===== config.mk =====
export PLATFORM = sky130hd
export DESIGN_NAME = bilinear_corner_gradient_fill_unit_flat
export DESIGN_NICKNAME = d
export VERILOG_FILES = /design/src/design/bcgf_pkg.sv /design/src/design/bcgf_chan_if.sv /design/src/design/bcgf_front.sv /design/src/design/bcgf_divider.sv /design/src/design/bcgf_engine.sv /design/src/design/bilinear_corner_gradient_fill_unit.sv /design/src/flat_wrapper.sv
export SDC_FILE = /design/constraint.sdc
export NUM_CORES = 2
export LEC_CHECK = 0
export ABC_AREA = 1
export BUFFER_PORTS_ARGS = -buffer_cell sky130_fd_sc_hd__buf_2
export CELL_PAD_IN_SITES_DETAIL_PLACEMENT = 1
export CELL_PAD_IN_SITES_GLOBAL_PLACEMENT = 2
export CORE_UTILIZATION = 42
export CTS_CLUSTER_SIZE = 16
export DETAILED_ROUTE_END_ITERATION = 10
export PLACE_DENSITY = 0.92
export SYNTH_ARGS = -nofsm -noshare
export SYNTH_HDL_FRONTEND = slang
export SYNTH_SLANG_ARGS = --single-unit

===== constraint.sdc =====
create_clock -name clock -period 21.8 [get_ports clock]
set_input_delay 3.27 -clock clock [delete_from_list [all_inputs] [get_ports clock]]
set_output_delay 3.27 -clock clock [all_outputs]
set_load 0.1 [all_outputs]

===== src/design/bcgf_pkg.sv =====
`timescale 1ns / 1ps
// ---------------------------------------------------------------------------
// bcgf_pkg
// Shared types and constants of the corner gradient fill block.
// ---------------------------------------------------------------------------
package bcgf_pkg;

   localparam int NUM_CH      = 3;
   localparam int CH_W        = 8;
   localparam int COLOR_W     = 24;
   localparam int DIM_REG_W   = 13;
   localparam int CSR_INDEX_W = 3;
   localparam int CSR_DATA_W  = 24;

   typedef enum logic [CSR_INDEX_W-1:0] {
      REG_CORNER_LB    = 3'd0,
      REG_CORNER_LT    = 3'd1,
      REG_CORNER_RB    = 3'd2,
      REG_CORNER_RT    = 3'd3,
      REG_FRAME_WIDTH  = 3'd4,
      REG_FRAME_HEIGHT = 3'd5
   } csr_reg_type;

   // one queued item as handed from the front end to the back end
   typedef struct packed {
      logic restart;
   } item_type;

endpackage


===== src/design/bcgf_chan_if.sv =====
`timescale 1ns / 1ps
// ---------------------------------------------------------------------------
// bcgf channel interfaces
// Valid/ready channels for the tick input and the pixel output.
// ---------------------------------------------------------------------------
interface bcgf_req_if;
   logic valid;
   logic ready;
   logic restart;

   modport source (output valid, output restart, input ready);
   modport sink (input valid, input restart, output ready);
endinterface

interface bcgf_rsp_if;
   logic                            valid;
   logic                            ready;
   logic [bcgf_pkg::COLOR_W-1:0]    pixel;
   logic                            last_in_row;
   logic                            last_in_frame;

   modport source (output valid, output pixel, output last_in_row, output last_in_frame,
                   input ready);
   modport sink (input valid, input pixel, input last_in_row, input last_in_frame,
                 output ready);
endinterface


===== src/design/bcgf_front.sv =====
`timescale 1ns / 1ps
// ---------------------------------------------------------------------------
// bcgf_front
// Accepts tick items and holds them in a two-entry queue for the back end.
// ---------------------------------------------------------------------------
module bcgf_front (
   input  logic               clock,
   input  logic               reset,
   bcgf_req_if.sink           req_chan,
   output logic               q_valid,
   output bcgf_pkg::item_type q_item,
   input  logic               q_pop
);

   localparam int DEPTH = 2;
   localparam int PTR_W = $clog2(DEPTH);
   localparam int CNT_W = $clog2(DEPTH + 1);

   bcgf_pkg::item_type entry_ff [DEPTH];
   logic [PTR_W-1:0]   wr_ptr_ff, wr_ptr_in;
   logic [PTR_W-1:0]   rd_ptr_ff, rd_ptr_in;
   logic [CNT_W-1:0]   count_ff, count_in;
   logic               push;
   logic               pop;

   assign req_chan.ready = (count_ff != CNT_W'(DEPTH));
   assign push           = req_chan.valid && req_chan.ready;
   assign q_valid        = (count_ff != '0);
   assign pop            = q_pop && q_valid;
   assign q_item         = entry_ff[rd_ptr_ff];

   always_comb begin
      wr_ptr_in = push ? wr_ptr_ff + PTR_W'(1) : wr_ptr_ff;
      rd_ptr_in = pop ? rd_ptr_ff + PTR_W'(1) : rd_ptr_ff;
      count_in  = count_ff + CNT_W'(push) - CNT_W'(pop);
   end

   always_ff @(posedge clock) begin
      if (reset) begin
         wr_ptr_ff <= '0;
         rd_ptr_ff <= '0;
         count_ff  <= '0;
      end else begin
         wr_ptr_ff <= wr_ptr_in;
         rd_ptr_ff <= rd_ptr_in;
         count_ff  <= count_in;
      end
   end

   always_ff @(posedge clock) begin
      if (push) begin
         entry_ff[wr_ptr_ff].restart <= req_chan.restart;
      end
   end

endmodule


===== src/design/bcgf_divider.sv =====
`timescale 1ns / 1ps
// ---------------------------------------------------------------------------
// bcgf_divider
// Three-lane signed divider, one quotient bit per cycle, truncating to zero.
// ---------------------------------------------------------------------------
module bcgf_divider #(
   parameter int DIVD_W = 43,
   parameter int DIM_W  = 13
) (
   input  logic                     clock,
   input  logic                     reset,
   input  logic                     start,
   input  logic [DIM_W-1:0]         divisor,
   input  logic signed [DIVD_W-1:0] dividend [bcgf_pkg::NUM_CH],
   output logic                     done,
   output logic signed [DIVD_W-1:0] quotient [bcgf_pkg::NUM_CH]
);

   localparam int NCH   = bcgf_pkg::NUM_CH;
   localparam int CNT_W = $clog2(DIVD_W + 1);

   logic [CNT_W-1:0]  cnt_ff, cnt_in;
   logic              done_ff, done_in;
   logic [DIM_W-1:0]  div_ff;
   logic [DIVD_W-1:0] mag_ff [NCH];
   logic [DIVD_W-1:0] mag_in [NCH];
   logic [DIM_W-1:0]  rem_ff [NCH];
   logic [DIM_W-1:0]  rem_in [NCH];
   logic              neg_ff [NCH];
   logic [DIM_W:0]    trial  [NCH];
   logic              fits   [NCH];
   logic              busy;

   assign busy = (cnt_ff != '0);
   assign done = done_ff;

   always_comb begin
      cnt_in  = cnt_ff;
      done_in = busy && (cnt_ff == CNT_W'(1));
      if (start) begin
         cnt_in = CNT_W'(DIVD_W);
      end else if (busy) begin
         cnt_in = cnt_ff - CNT_W'(1);
      end
      for (int c = 0; c < NCH; c++) begin
         // shift the next dividend bit into the partial remainder
         trial[c] = {rem_ff[c], mag_ff[c][DIVD_W-1]};
         fits[c]  = (trial[c] >= {1'b0, div_ff});
         rem_in[c] = fits[c] ? DIM_W'(trial[c] - {1'b0, div_ff}) : DIM_W'(trial[c]);
         mag_in[c] = {mag_ff[c][DIVD_W-2:0], fits[c]};
         quotient[c] = neg_ff[c] ? DIVD_W'(-mag_ff[c]) : mag_ff[c];
      end
   end

   always_ff @(posedge clock) begin
      if (reset) begin
         cnt_ff  <= '0;
         done_ff <= 1'b0;
      end else begin
         cnt_ff  <= cnt_in;
         done_ff <= done_in;
      end
   end

   always_ff @(posedge clock) begin
      if (start) begin
         div_ff <= divisor;
         for (int c = 0; c < NCH; c++) begin
            neg_ff[c] <= dividend[c][DIVD_W-1];
            mag_ff[c] <= dividend[c][DIVD_W-1] ? DIVD_W'(-dividend[c]) : dividend[c];
            rem_ff[c] <= '0;
         end
      end else if (busy) begin
         for (int c = 0; c < NCH; c++) begin
            mag_ff[c] <= mag_in[c];
            rem_ff[c] <= rem_in[c];
         end
      end
   end

endmodule


===== src/design/bcgf_engine.sv =====
`timescale 1ns / 1ps
// ---------------------------------------------------------------------------
// bcgf_engine
// Back end: walks the frame, runs the edge and row step divisions,
// accumulates the color values and drives the pixel output register.
// ---------------------------------------------------------------------------
module bcgf_engine #(
   parameter int MAX_DIM   = 4096,
   parameter int FRAC_BITS = 20
) (
   input  logic                             clock,
   input  logic                             reset,
   input  logic                             q_valid,
   input  bcgf_pkg::item_type               q_item,
   output logic                             q_pop,
   input  logic [bcgf_pkg::COLOR_W-1:0]     corner_lb,
   input  logic [bcgf_pkg::COLOR_W-1:0]     corner_lt,
   input  logic [bcgf_pkg::COLOR_W-1:0]     corner_rb,
   input  logic [bcgf_pkg::COLOR_W-1:0]     corner_rt,
   input  logic [$clog2(MAX_DIM+1)-1:0]     w_eff,
   input  logic [$clog2(MAX_DIM+1)-1:0]     h_eff,
   output logic                             div_start,
   output logic [$clog2(MAX_DIM+1)-1:0]     div_divisor,
   output logic signed [bcgf_pkg::CH_W+FRAC_BITS+$clog2(MAX_DIM+1)+1:0]
                                            div_dividend [bcgf_pkg::NUM_CH],
   input  logic                             div_done,
   input  logic signed [bcgf_pkg::CH_W+FRAC_BITS+$clog2(MAX_DIM+1)+1:0]
                                            div_quot [bcgf_pkg::NUM_CH],
   bcgf_rsp_if.source                       rsp_chan
);

   localparam int NCH      = bcgf_pkg::NUM_CH;
   localparam int CH_W     = bcgf_pkg::CH_W;
   localparam int COLOR_W  = bcgf_pkg::COLOR_W;
   localparam int DIM_W    = $clog2(MAX_DIM + 1);
   localparam int IDX_W    = $clog2(MAX_DIM);
   localparam int SCALED_W = CH_W + FRAC_BITS;
   localparam int EDGE_W   = SCALED_W + DIM_W + 1;
   localparam int DIVD_W   = EDGE_W + 1;
   localparam int ACC_W    = EDGE_W + DIM_W + 2;

   typedef enum logic [4:0] {
      ST_IDLE = 5'b00001,
      ST_LDIV = 5'b00010,
      ST_RDIV = 5'b00100,
      ST_PDIV = 5'b01000,
      ST_EMIT = 5'b10000
   } state_type;

   state_type                 state_ff, state_in;
   logic [IDX_W-1:0]          row_ff, row_in;
   logic [IDX_W-1:0]          col_ff, col_in;
   logic signed [EDGE_W-1:0]  le_val_ff [NCH];
   logic signed [EDGE_W-1:0]  le_val_in [NCH];
   logic signed [EDGE_W-1:0]  re_val_ff [NCH];
   logic signed [EDGE_W-1:0]  re_val_in [NCH];
   logic signed [EDGE_W-1:0]  le_step_ff [NCH];
   logic signed [EDGE_W-1:0]  le_step_in [NCH];
   logic signed [EDGE_W-1:0]  re_step_ff [NCH];
   logic signed [EDGE_W-1:0]  re_step_in [NCH];
   logic signed [ACC_W-1:0]   px_val_ff [NCH];
   logic signed [ACC_W-1:0]   px_val_in [NCH];
   logic signed [DIVD_W-1:0]  px_step_ff [NCH];
   logic signed [DIVD_W-1:0]  px_step_in [NCH];
   logic                      rsp_valid_ff, rsp_valid_in;
   logic [COLOR_W-1:0]        pixel_ff, pixel_in;
   logic                      lir_ff, lir_in;
   logic                      lif_ff, lif_in;

   logic [IDX_W-1:0]          row_z;
   logic [IDX_W-1:0]          col_z;
   logic                      frame_start;
   logic                      row_start;
   logic                      slot_free;
   logic                      row_end;
   logic                      frame_end;
   logic                      emit;
   logic signed [EDGE_W-1:0]  lb_s [NCH];
   logic signed [EDGE_W-1:0]  rb_s [NCH];
   logic signed [DIVD_W-1:0]  left_diff [NCH];
   logic signed [DIVD_W-1:0]  right_diff [NCH];
   logic signed [DIVD_W-1:0]  row_diff [NCH];

   function automatic logic [SCALED_W-1:0] scaled(input logic [COLOR_W-1:0] color,
                                                   input int c);
      scaled = SCALED_W'(color[CH_W*c +: CH_W]) << FRAC_BITS;
   endfunction

   // clamp an accumulator to one 8-bit channel
   function automatic logic [CH_W-1:0] chan_out(input logic signed [ACC_W-1:0] v);
      if (v[ACC_W-1]) begin
         chan_out = '0;
      end else if (|v[ACC_W-2:FRAC_BITS+CH_W]) begin
         chan_out = '1;
      end else begin
         chan_out = v[FRAC_BITS+CH_W-1:FRAC_BITS];
      end
   endfunction

   assign rsp_chan.valid         = rsp_valid_ff;
   assign rsp_chan.pixel         = pixel_ff;
   assign rsp_chan.last_in_row   = lir_ff;
   assign rsp_chan.last_in_frame = lif_ff;

   always_comb begin
      row_z       = q_item.restart ? '0 : row_ff;
      col_z       = q_item.restart ? '0 : col_ff;
      frame_start = (row_z == '0) && (col_z == '0);
      row_start   = (col_z == '0);
      slot_free   = !rsp_valid_ff || rsp_chan.ready;
      row_end     = ((DIM_W+1)'(col_ff) + (DIM_W+1)'(1)) >= (DIM_W+1)'(w_eff);
      frame_end   = row_end &&
                    (((DIM_W+1)'(row_ff) + (DIM_W+1)'(1)) >= (DIM_W+1)'(h_eff));
      for (int c = 0; c < NCH; c++) begin
         lb_s[c]       = EDGE_W'(scaled(corner_lb, c));
         rb_s[c]       = EDGE_W'(scaled(corner_rb, c));
         left_diff[c]  = DIVD_W'(scaled(corner_lt, c)) - DIVD_W'(scaled(corner_lb, c));
         right_diff[c] = DIVD_W'(scaled(corner_rt, c)) - DIVD_W'(scaled(corner_rb, c));
         row_diff[c]   = DIVD_W'(re_val_ff[c]) - DIVD_W'(le_val_ff[c]);
      end
   end

   always_comb begin
      state_in     = state_ff;
      row_in       = row_ff;
      col_in       = col_ff;
      le_val_in    = le_val_ff;
      re_val_in    = re_val_ff;
      le_step_in   = le_step_ff;
      re_step_in   = re_step_ff;
      px_val_in    = px_val_ff;
      px_step_in   = px_step_ff;
      pixel_in     = pixel_ff;
      lir_in       = lir_ff;
      lif_in       = lif_ff;
      q_pop        = 1'b0;
      emit         = 1'b0;
      div_start    = 1'b0;
      div_divisor  = h_eff;
      div_dividend = left_diff;

      unique case (state_ff)
         ST_IDLE: begin
            if (q_valid) begin
               if (row_start) begin
                  q_pop  = 1'b1;
                  row_in = row_z;
                  col_in = col_z;
                  div_start = 1'b1;
                  if (frame_start) begin
                     le_val_in = lb_s;
                     re_val_in = rb_s;
                     state_in  = ST_LDIV;
                  end else begin
                     for (int c = 0; c < NCH; c++) begin
                        px_val_in[c] = ACC_W'(le_val_ff[c]);
                     end
                     div_divisor  = w_eff;
                     div_dividend = row_diff;
                     state_in     = ST_PDIV;
                  end
               end else if (slot_free) begin
                  // mid-row item goes straight to the output register
                  q_pop = 1'b1;
                  emit  = 1'b1;
               end
            end
         end
         ST_LDIV: begin
            if (div_done) begin
               for (int c = 0; c < NCH; c++) begin
                  le_step_in[c] = EDGE_W'(div_quot[c]);
               end
               div_start    = 1'b1;
               div_dividend = right_diff;
               state_in     = ST_RDIV;
            end
         end
         ST_RDIV: begin
            if (div_done) begin
               for (int c = 0; c < NCH; c++) begin
                  re_step_in[c] = EDGE_W'(div_quot[c]);
                  px_val_in[c]  = ACC_W'(le_val_ff[c]);
               end
               div_start    = 1'b1;
               div_divisor  = w_eff;
               div_dividend = row_diff;
               state_in     = ST_PDIV;
            end
         end
         ST_PDIV: begin
            if (div_done) begin
               px_step_in = div_quot;
               state_in   = ST_EMIT;
            end
         end
         ST_EMIT: begin
            if (slot_free) begin
               emit     = 1'b1;
               state_in = ST_IDLE;
            end
         end
         default: begin
            state_in = ST_IDLE;
         end
      endcase

      if (emit) begin
         for (int c = 0; c < NCH; c++) begin
            pixel_in[CH_W*(NCH-1-c) +: CH_W] = chan_out(px_val_ff[c]);
            px_val_in[c] = px_val_ff[c] + ACC_W'(px_step_ff[c]);
         end
         lir_in = row_end;
         lif_in = frame_end;
         if (row_end) begin
            col_in = '0;
            row_in = frame_end ? '0 : row_ff + IDX_W'(1);
            for (int c = 0; c < NCH; c++) begin
               le_val_in[c] = le_val_ff[c] + le_step_ff[c];
               re_val_in[c] = re_val_ff[c] + re_step_ff[c];
            end
         end else begin
            col_in = col_ff + IDX_W'(1);
         end
      end

      if (emit) begin
         rsp_valid_in = 1'b1;
      end else if (rsp_chan.ready) begin
         rsp_valid_in = 1'b0;
      end else begin
         rsp_valid_in = rsp_valid_ff;
      end
   end

   always_ff @(posedge clock) begin
      if (reset) begin
         state_ff     <= ST_IDLE;
         row_ff       <= '0;
         col_ff       <= '0;
         rsp_valid_ff <= 1'b0;
      end else begin
         state_ff     <= state_in;
         row_ff       <= row_in;
         col_ff       <= col_in;
         rsp_valid_ff <= rsp_valid_in;
      end
   end

   always_ff @(posedge clock) begin
      le_val_ff  <= le_val_in;
      re_val_ff  <= re_val_in;
      le_step_ff <= le_step_in;
      re_step_ff <= re_step_in;
      px_val_ff  <= px_val_in;
      px_step_ff <= px_step_in;
      pixel_ff   <= pixel_in;
      lir_ff     <= lir_in;
      lif_ff     <= lif_in;
   end

endmodule


===== src/design/bilinear_corner_gradient_fill_unit.sv =====
`timescale 1ns / 1ps
// ---------------------------------------------------------------------------
// bilinear_corner_gradient_fill_unit
// Four-corner color gradient generator, one pixel per tick item.
// ---------------------------------------------------------------------------
// Usage:
//   req_chan carries one tick item per pixel; restart=1 begins a new frame at
//   row zero, column zero. rsp_chan returns one pixel item per tick, with
//   last_in_row and last_in_frame flags. csr_* writes the corner colors and
//   the frame size; write only while no item is in flight.
// Timing:
//   A mid-row tick passes from the input queue straight into the output register,
//   and mid-row ticks stream at one per cycle while rsp_chan does not stall.
//   The first pixel of a row waits for one step division, the first pixel of a
//   frame for three. Each division runs three channel lanes in parallel, one
//   quotient bit per cycle. The divider is the only multi-cycle unit.
// Reset and stall:
//   Reset empties the two-entry input queue and the output register, sets
//   both dimensions to 1, clears the corners and positions at frame start.
//   A stalled rsp_chan holds its item; the input queue keeps taking up to two
//   ticks before req_chan.ready drops.
// ---------------------------------------------------------------------------
module bilinear_corner_gradient_fill_unit #(
   parameter int MAX_DIM   = 4096,
   parameter int FRAC_BITS = 20
) (
   input  logic                               clock,
   input  logic                               reset,
   bcgf_req_if.sink                           req_chan,
   bcgf_rsp_if.source                         rsp_chan,
   input  logic                               csr_wr_en,
   input  logic [bcgf_pkg::CSR_INDEX_W-1:0]   csr_index,
   input  logic [bcgf_pkg::CSR_DATA_W-1:0]    csr_wdata
);

   localparam int NCH      = bcgf_pkg::NUM_CH;
   localparam int COLOR_W  = bcgf_pkg::COLOR_W;
   localparam int DREG_W   = bcgf_pkg::DIM_REG_W;
   localparam int DIM_W    = $clog2(MAX_DIM + 1);
   localparam int SCALED_W = bcgf_pkg::CH_W + FRAC_BITS;
   localparam int EDGE_W   = SCALED_W + DIM_W + 1;
   localparam int DIVD_W   = EDGE_W + 1;

   logic [COLOR_W-1:0]        corner_lb_ff;
   logic [COLOR_W-1:0]        corner_lt_ff;
   logic [COLOR_W-1:0]        corner_rb_ff;
   logic [COLOR_W-1:0]        corner_rt_ff;
   logic [DREG_W-1:0]         frame_width_ff;
   logic [DREG_W-1:0]         frame_height_ff;
   logic [DIM_W-1:0]          w_eff;
   logic [DIM_W-1:0]          h_eff;

   logic                      q_valid;
   bcgf_pkg::item_type        q_item;
   logic                      q_pop;
   logic                      div_start;
   logic [DIM_W-1:0]          div_divisor;
   logic signed [DIVD_W-1:0]  div_dividend [NCH];
   logic                      div_done;
   logic signed [DIVD_W-1:0]  div_quot [NCH];

   always_ff @(posedge clock) begin
      if (reset) begin
         corner_lb_ff    <= '0;
         corner_lt_ff    <= '0;
         corner_rb_ff    <= '0;
         corner_rt_ff    <= '0;
         frame_width_ff  <= DREG_W'(1);
         frame_height_ff <= DREG_W'(1);
      end else if (csr_wr_en) begin
         unique case (csr_index)
            bcgf_pkg::REG_CORNER_LB:    corner_lb_ff    <= COLOR_W'(csr_wdata);
            bcgf_pkg::REG_CORNER_LT:    corner_lt_ff    <= COLOR_W'(csr_wdata);
            bcgf_pkg::REG_CORNER_RB:    corner_rb_ff    <= COLOR_W'(csr_wdata);
            bcgf_pkg::REG_CORNER_RT:    corner_rt_ff    <= COLOR_W'(csr_wdata);
            bcgf_pkg::REG_FRAME_WIDTH:  frame_width_ff  <= DREG_W'(csr_wdata);
            bcgf_pkg::REG_FRAME_HEIGHT: frame_height_ff <= DREG_W'(csr_wdata);
            default: begin
            end
         endcase
      end
   end

   // zero acts as one, oversize saturates at the maximum dimension
   always_comb begin
      if (frame_width_ff == '0) begin
         w_eff = DIM_W'(1);
      end else if (32'(frame_width_ff) > 32'(MAX_DIM)) begin
         w_eff = DIM_W'(MAX_DIM);
      end else begin
         w_eff = DIM_W'(frame_width_ff);
      end
      if (frame_height_ff == '0) begin
         h_eff = DIM_W'(1);
      end else if (32'(frame_height_ff) > 32'(MAX_DIM)) begin
         h_eff = DIM_W'(MAX_DIM);
      end else begin
         h_eff = DIM_W'(frame_height_ff);
      end
   end

   bcgf_front u_front (
      .clock    (clock),
      .reset    (reset),
      .req_chan (req_chan),
      .q_valid  (q_valid),
      .q_item   (q_item),
      .q_pop    (q_pop)
   );

   bcgf_divider #(
      .DIVD_W (DIVD_W),
      .DIM_W  (DIM_W)
   ) u_divider (
      .clock    (clock),
      .reset    (reset),
      .start    (div_start),
      .divisor  (div_divisor),
      .dividend (div_dividend),
      .done     (div_done),
      .quotient (div_quot)
   );

   bcgf_engine #(
      .MAX_DIM   (MAX_DIM),
      .FRAC_BITS (FRAC_BITS)
   ) u_engine (
      .clock        (clock),
      .reset        (reset),
      .q_valid      (q_valid),
      .q_item       (q_item),
      .q_pop        (q_pop),
      .corner_lb    (corner_lb_ff),
      .corner_lt    (corner_lt_ff),
      .corner_rb    (corner_rb_ff),
      .corner_rt    (corner_rt_ff),
      .w_eff        (w_eff),
      .h_eff        (h_eff),
      .div_start    (div_start),
      .div_divisor  (div_divisor),
      .div_dividend (div_dividend),
      .div_done     (div_done),
      .div_quot     (div_quot),
      .rsp_chan     (rsp_chan)
   );

endmodule


===== src/flat_wrapper.sv =====
// flat-port wrapper written by rule: the top's interface ports become plain ports
module bilinear_corner_gradient_fill_unit_flat 
#(
   parameter int MAX_DIM   = 4096,
   parameter int FRAC_BITS = 20
)
  (clock, reset, csr_wr_en, csr_index, csr_wdata, req_chan_valid, req_chan_restart, req_chan_ready, rsp_chan_valid, rsp_chan_pixel, rsp_chan_last_in_row, rsp_chan_last_in_frame, rsp_chan_ready);
  bcgf_req_if req_chan_i ();
  bcgf_rsp_if rsp_chan_i ();
  input  logic clock;
  input  logic reset;
  input  logic csr_wr_en;
  input  logic [bcgf_pkg::CSR_INDEX_W-1:0] csr_index;
  input  logic [bcgf_pkg::CSR_DATA_W-1:0] csr_wdata;
  input wire logic [$bits(req_chan_i.valid)-1:0] req_chan_valid;
  input wire logic [$bits(req_chan_i.restart)-1:0] req_chan_restart;
  output wire logic [$bits(req_chan_i.ready)-1:0] req_chan_ready;
  output wire logic [$bits(rsp_chan_i.valid)-1:0] rsp_chan_valid;
  output wire logic [$bits(rsp_chan_i.pixel)-1:0] rsp_chan_pixel;
  output wire logic [$bits(rsp_chan_i.last_in_row)-1:0] rsp_chan_last_in_row;
  output wire logic [$bits(rsp_chan_i.last_in_frame)-1:0] rsp_chan_last_in_frame;
  input wire logic [$bits(rsp_chan_i.ready)-1:0] rsp_chan_ready;
  assign req_chan_i.valid = req_chan_valid;
  assign req_chan_i.restart = req_chan_restart;
  assign req_chan_ready = req_chan_i.ready;
  assign rsp_chan_valid = rsp_chan_i.valid;
  assign rsp_chan_pixel = rsp_chan_i.pixel;
  assign rsp_chan_last_in_row = rsp_chan_i.last_in_row;
  assign rsp_chan_last_in_frame = rsp_chan_i.last_in_frame;
  assign rsp_chan_i.ready = rsp_chan_ready;
  bilinear_corner_gradient_fill_unit #(.MAX_DIM(MAX_DIM), .FRAC_BITS(FRAC_BITS)) u_core (.clock(clock), .reset(reset), .req_chan(req_chan_i), .rsp_chan(rsp_chan_i), .csr_wr_en(csr_wr_en), .csr_index(csr_index), .csr_wdata(csr_wdata));
endmodule

==> out/qor.csv <==
stage,metric,value,unit
timing,Rel. slew slack,-6.69,%
floorplan,Core Footprint,0.210,sq mm
global_routing,largest net degree at the start of global routing,191,
synthesis,mapped cell area,0.0888,sq mm
setup_path,CP bufs+invs,6,
clock_network,post_cts resized,0,
final_layout,Fill cells,26600,
timing,Tcrit/Tclk final,28.7,%
timing,Worst Tran Pin Value,1600,ps
placed_design,Port-buffer cells,60,
floorplan,die width,462,um
drt,Routed wire per std cell,24.1,um
synthesis,Post-Synthesis Cells,12200,
setup_path,crit-path most repeated cell,buf_4,
final_layout,synthesis-to-layout area growth,9.35,%
pwr,switch share,53.7,%
setup_path,worst-case reg-to-reg path depth,12,
timing,Final Critical Period,6260,ps
worst_hold_path,Hold Path Stages,1,
drt,number of routed nets with antenna violations,0,
setup_path,Worst setup EP type,flop,
pwr,Pint,7.66,mW
global_routing,GRT met1 Usage,48.1,%
placed_design,placed cell count,14800,
drt,vias per cell,5.79,
placed_design,dpl cell area,0.0921,sq mm
setup_path,"slowest stage delay, CP",750,ps
worst_hold_path,worst hold endpoint,u_core.u_front.rd_ptr_ff$_SDFFE_PP0P_,
synthesis,leading area contributor after synthesis,edfxtp_1,
floorplan,Starting Density,42.3,%
pwr,clock power share,15.6,%
clock_network,Clock Pin Slew Worst Setup and Hold Paths,50,ps
timing,"Slew Viols, Final",92,
worst_hold_path,min-delay src,u_core.u_front.rd_ptr_ff$_SDFFE_PP0P_,
final_layout,post-route cell area,0.0971,sq mm
setup_path,Reg-to-Reg Start,u_core.u_divider.done$_SDFF_PP0_,
drt,routed vias,87500,
pwr,Total Power,16.5,mW
placed_design,gpl congestion,0.990,
final_layout,Final nets,12900,
global_routing,GR Layer Usage met2,51.6,%
setup_path,Crit Path Class,primary input to flop,
clock_network,Setup Buffers After CTS,0,
pwr,PwrDens,170,mW/mm^2
synthesis,Syn Nets,12900,
final_layout,layout cells sized above 1,3.91,%
synthesis,Seq cells post-synth,1180,
synthesis,Syn Area/Cell,7.30,sq um
synthesis,"Async S/R FF share, synth",0,%
global_routing,grt total ovfl,0,
global_routing,GR Util All Layers,33.4,%
placed_design,post-DP HPWL,289000,um
synthesis,Area contributors post-synth,"edfxtp_1 (26%), nand2_1 (12%), dfxtp_1 (9.4%), ha_1 (9.4%), inv_1 (6.5%)",
clock_network,number of buffers created by CTS,144,
drt,DRT iter0 DRCs,8054,
setup_path,Crit Reg-Reg Endpoint,u_core.u_engine.px_val_ff[75]$_DFFE_PP_,
timing,RSZ-0062 raised after global routing,false,
synthesis,Yosys warning count,0,
timing,setup skew after layout,35.2,ps
clock_network,CTS tree,yes,
clock_network,# clock sinks,1180,
global_routing,first-pass GRT wire length,543000,um
drt,1st-pass router iterations,8,
floorplan,boundary pin count,61,
setup_path,CP max stage cell,buf_4,
synthesis,post-synthesis sequential area ratio,35.2,%
worst_hold_path,hold crit path type,flop to flop,
synthesis,Post-synth top flop,edfxtp_1,
global_routing,busiest layer in global routing,met2,
floorplan,Die Y,462,um
final_layout,Layout Cells excl Fill,15100,
setup_path,Reg2Reg Setup Slack,15730,ps
clock_network,htree depth,4,
clock_network,Max Buffers Root-to-Sink,3,
timing,fmax,0.160,GHz
pwr,Leak Pwr,42.7,nW
pwr,Max VDD drop,0.226,mV
setup_path,Crit Path Max Fanout,62,
global_routing,Global Route met3 Usage,5.14,%
clock_network,clk_lat worst skew,840,ps
setup_path,CP required,22250,ps
run,Max Cap Viol,0,
floorplan,Core Rows,168,
synthesis,"EDFF count, synth",764,
pwr,combinational fraction of design power,60.5,%
clock_network,CTS hold repair buffers,0,
drt,Residual DRC,0,
outcome,outcome,"complete, but fails checks",
timing,Hold Fails Final Rpt,0,
global_routing,initial antenna violation count,45,
setup_path,cell depth of the worst setup path,10,
timing,TNS Setup,0,ps
setup_path,Worst EP arrival,6710,ps
timing,Final Setup Violations,0,
setup_path,startpoint types,primary input,
drt,final wirelength,363000,um
pwr,sequential group share of total power,23.9,%
setup_path,crit-path leading delay family,buffers and inverters,
global_routing,vias in the first global route,88100,
outcome,failing checks,max-slew violations,
floorplan,die area,0.213,sq mm
final_layout,final core utilization,46.3,%
clock_network,root buf cell,clkbuf_16,
synthesis,synth unique cells,63,
setup_path,crit-path cells,buf_2 -> nor2_1 -> inv_1 -> nand4_1 -> nand2_4 -> inv_6 -> nand2_4 -> buf_4 -> buf_4 -> buf_4,
synthesis,area share of the largest cell type after synthesis,25.8,%
pwr,switching power,8.89,mW
-- through the flow --
stage / setup slack, ps / hold slack, ps
final: 15540 / 457
after global routing: 15300 / 478
after CTS: 15570 / 459
after detailed placement: 14680 / 453
after global placement: 14800 / 437
after floorplan: 10150 / 426
-- power by group through the flow --
stage               Combinational (mW)  Clock, mW  Sequential, mW
floorplan                         6.30          0            3.89
global placement                  9.48          0            3.94
detailed placement                9.73          0            3.97
CTS                               9.81       2.62            3.93
global route                      10.9       2.70            3.99
finish                            10.0       2.59            3.95
-- synthesized netlist by cell type (all sizes together), types with 54 or more instances --
library cell and number:
ha 665, a31oi 153, nand4 137, inv 1542
dfxtp 416, nor3 139, xor2 394, o21a 55
edfxtp 764, buf 61, a21oi 1000, clkbuf 207
nand2 2747, xnor2 264, nor2 1213, o211ai 54
nand3 751, o21ai 1117, nor4 99
-- placed cells by master (no fill, tap or decap), types with 11 or more instances in the layout --
cell type	count
clkinv_2	19
a21oi_1	994
a21o_1	50
nor2_1	1184
or2_2	38
inv_6	11
a221oi_1	14
xor2_1	394
o21bai_1	48
buf_4	57
nand3_1	743
o31ai_1	35
o21ai_1	47
clkbuf_16	150
o221ai_1	20
buf_2	60
inv_2	11
xnor2_1	264
inv_1	1529
edfxtp_1	764
bufinv_16	16
o21ai_0	1065
clkbuf_8	17
o211ai_1	54
diode_2	11
a21boi_0	25
nor3_1	135
nand2_1	2734
ha_1	665
nor2_2	19
nand3b_1	47
dfxtp_1	415
fa_1	21
o21a_1	55
a31oi_1	153
nor4_1	98
nand4_1	135
clkinv_1	15
clkbuf_1	29
-- flip-flops by register name, summed over array words and instances (netlist names), 13 cells and up, named ones only --
name and count:
u_core.u_engine.le_val_ff 126, u_core.corner_rb_ff 24, u_core.u_divider.div_ff 13, u_core.u_engine.px_val_ff 171, u_core.corner_lb_ff 24, u_core.u_engine.re_step_ff 126, u_core.frame_width_ff 13, u_core.u_engine.px_step_ff 129
u_core.corner_lt_ff 24, u_core.frame_height_ff 13, u_core.u_divider.rem_ff 39, u_core.u_engine.le_step_ff 126, u_core.corner_rt_ff 24, u_core.u_divider.mag_ff 129, u_core.u_engine.rsp_chan.pixel 24, u_core.u_engine.re_val_ff 126
-- metal layers --
layer	wire, um	up-vias
met3	28000	482
li1	-	41100
met5	50	-
met2	158000	2743
met4	9830	8
met1	168000	43200
-- cell families after synthesis --
group / Yosys count / share of synthesized area, %
buffers and inverters: 1818 / 7.83
multiplexers: 2 / 0.0225
flip-flops: 1180 / 35.2
AO/OA/AOI/OAI: 2623 / 16.2
adder cells (fa/ha/maj): 686 / 9.84
AND/OR/NAND/NOR: 5192 / 24.4
XOR/XNOR: 658 / 6.49
-- area by class of cell --
cell class                 count  area (sq um)  area share [%]
inverter                    1550          5840            6.02
clock inverter                71           885           0.911
antenna                       11          27.5          0.0283
sequential                  1180         31300            32.2
timing repair buffer         121           808           0.832
clock buffer                 197          4100            4.23
tap                         2805          3510            3.61
multi-input combinational   9161         50700            52.2
-- worst register-to-register path, delay by kind of cell (launching register included) --
kind / cells / cell delay (ps)
buffers and inverters: 9 / 3940
DFF: 1 / 310
and+or+nand+nor: 3 / 1360
-- worst max path at each step --
stage	start	endpoint	slack (ps)
detailed placement	rsp_chan_ready	u_core.u_engine.px_val_ff[72]$_DFFE_PP_	14680
floorplan	u_core.u_engine.state_ff[1]$_SDFFE_PP0P_	u_core.u_engine.px_val_ff[0]$_DFFE_PP_	10150
global route	rsp_chan_ready	u_core.u_engine.px_val_ff[91]$_DFFE_PP_	15300
finish	rsp_chan_ready	u_core.u_engine.px_val_ff[75]$_DFFE_PP_	15540
global placement	rsp_chan_ready	u_core.u_engine.px_val_ff[58]$_DFFE_PP_	14800
CTS	rsp_chan_ready	u_core.u_engine.px_val_ff[75]$_DFFE_PP_	15570
Power figures use the tool's default switching activity.
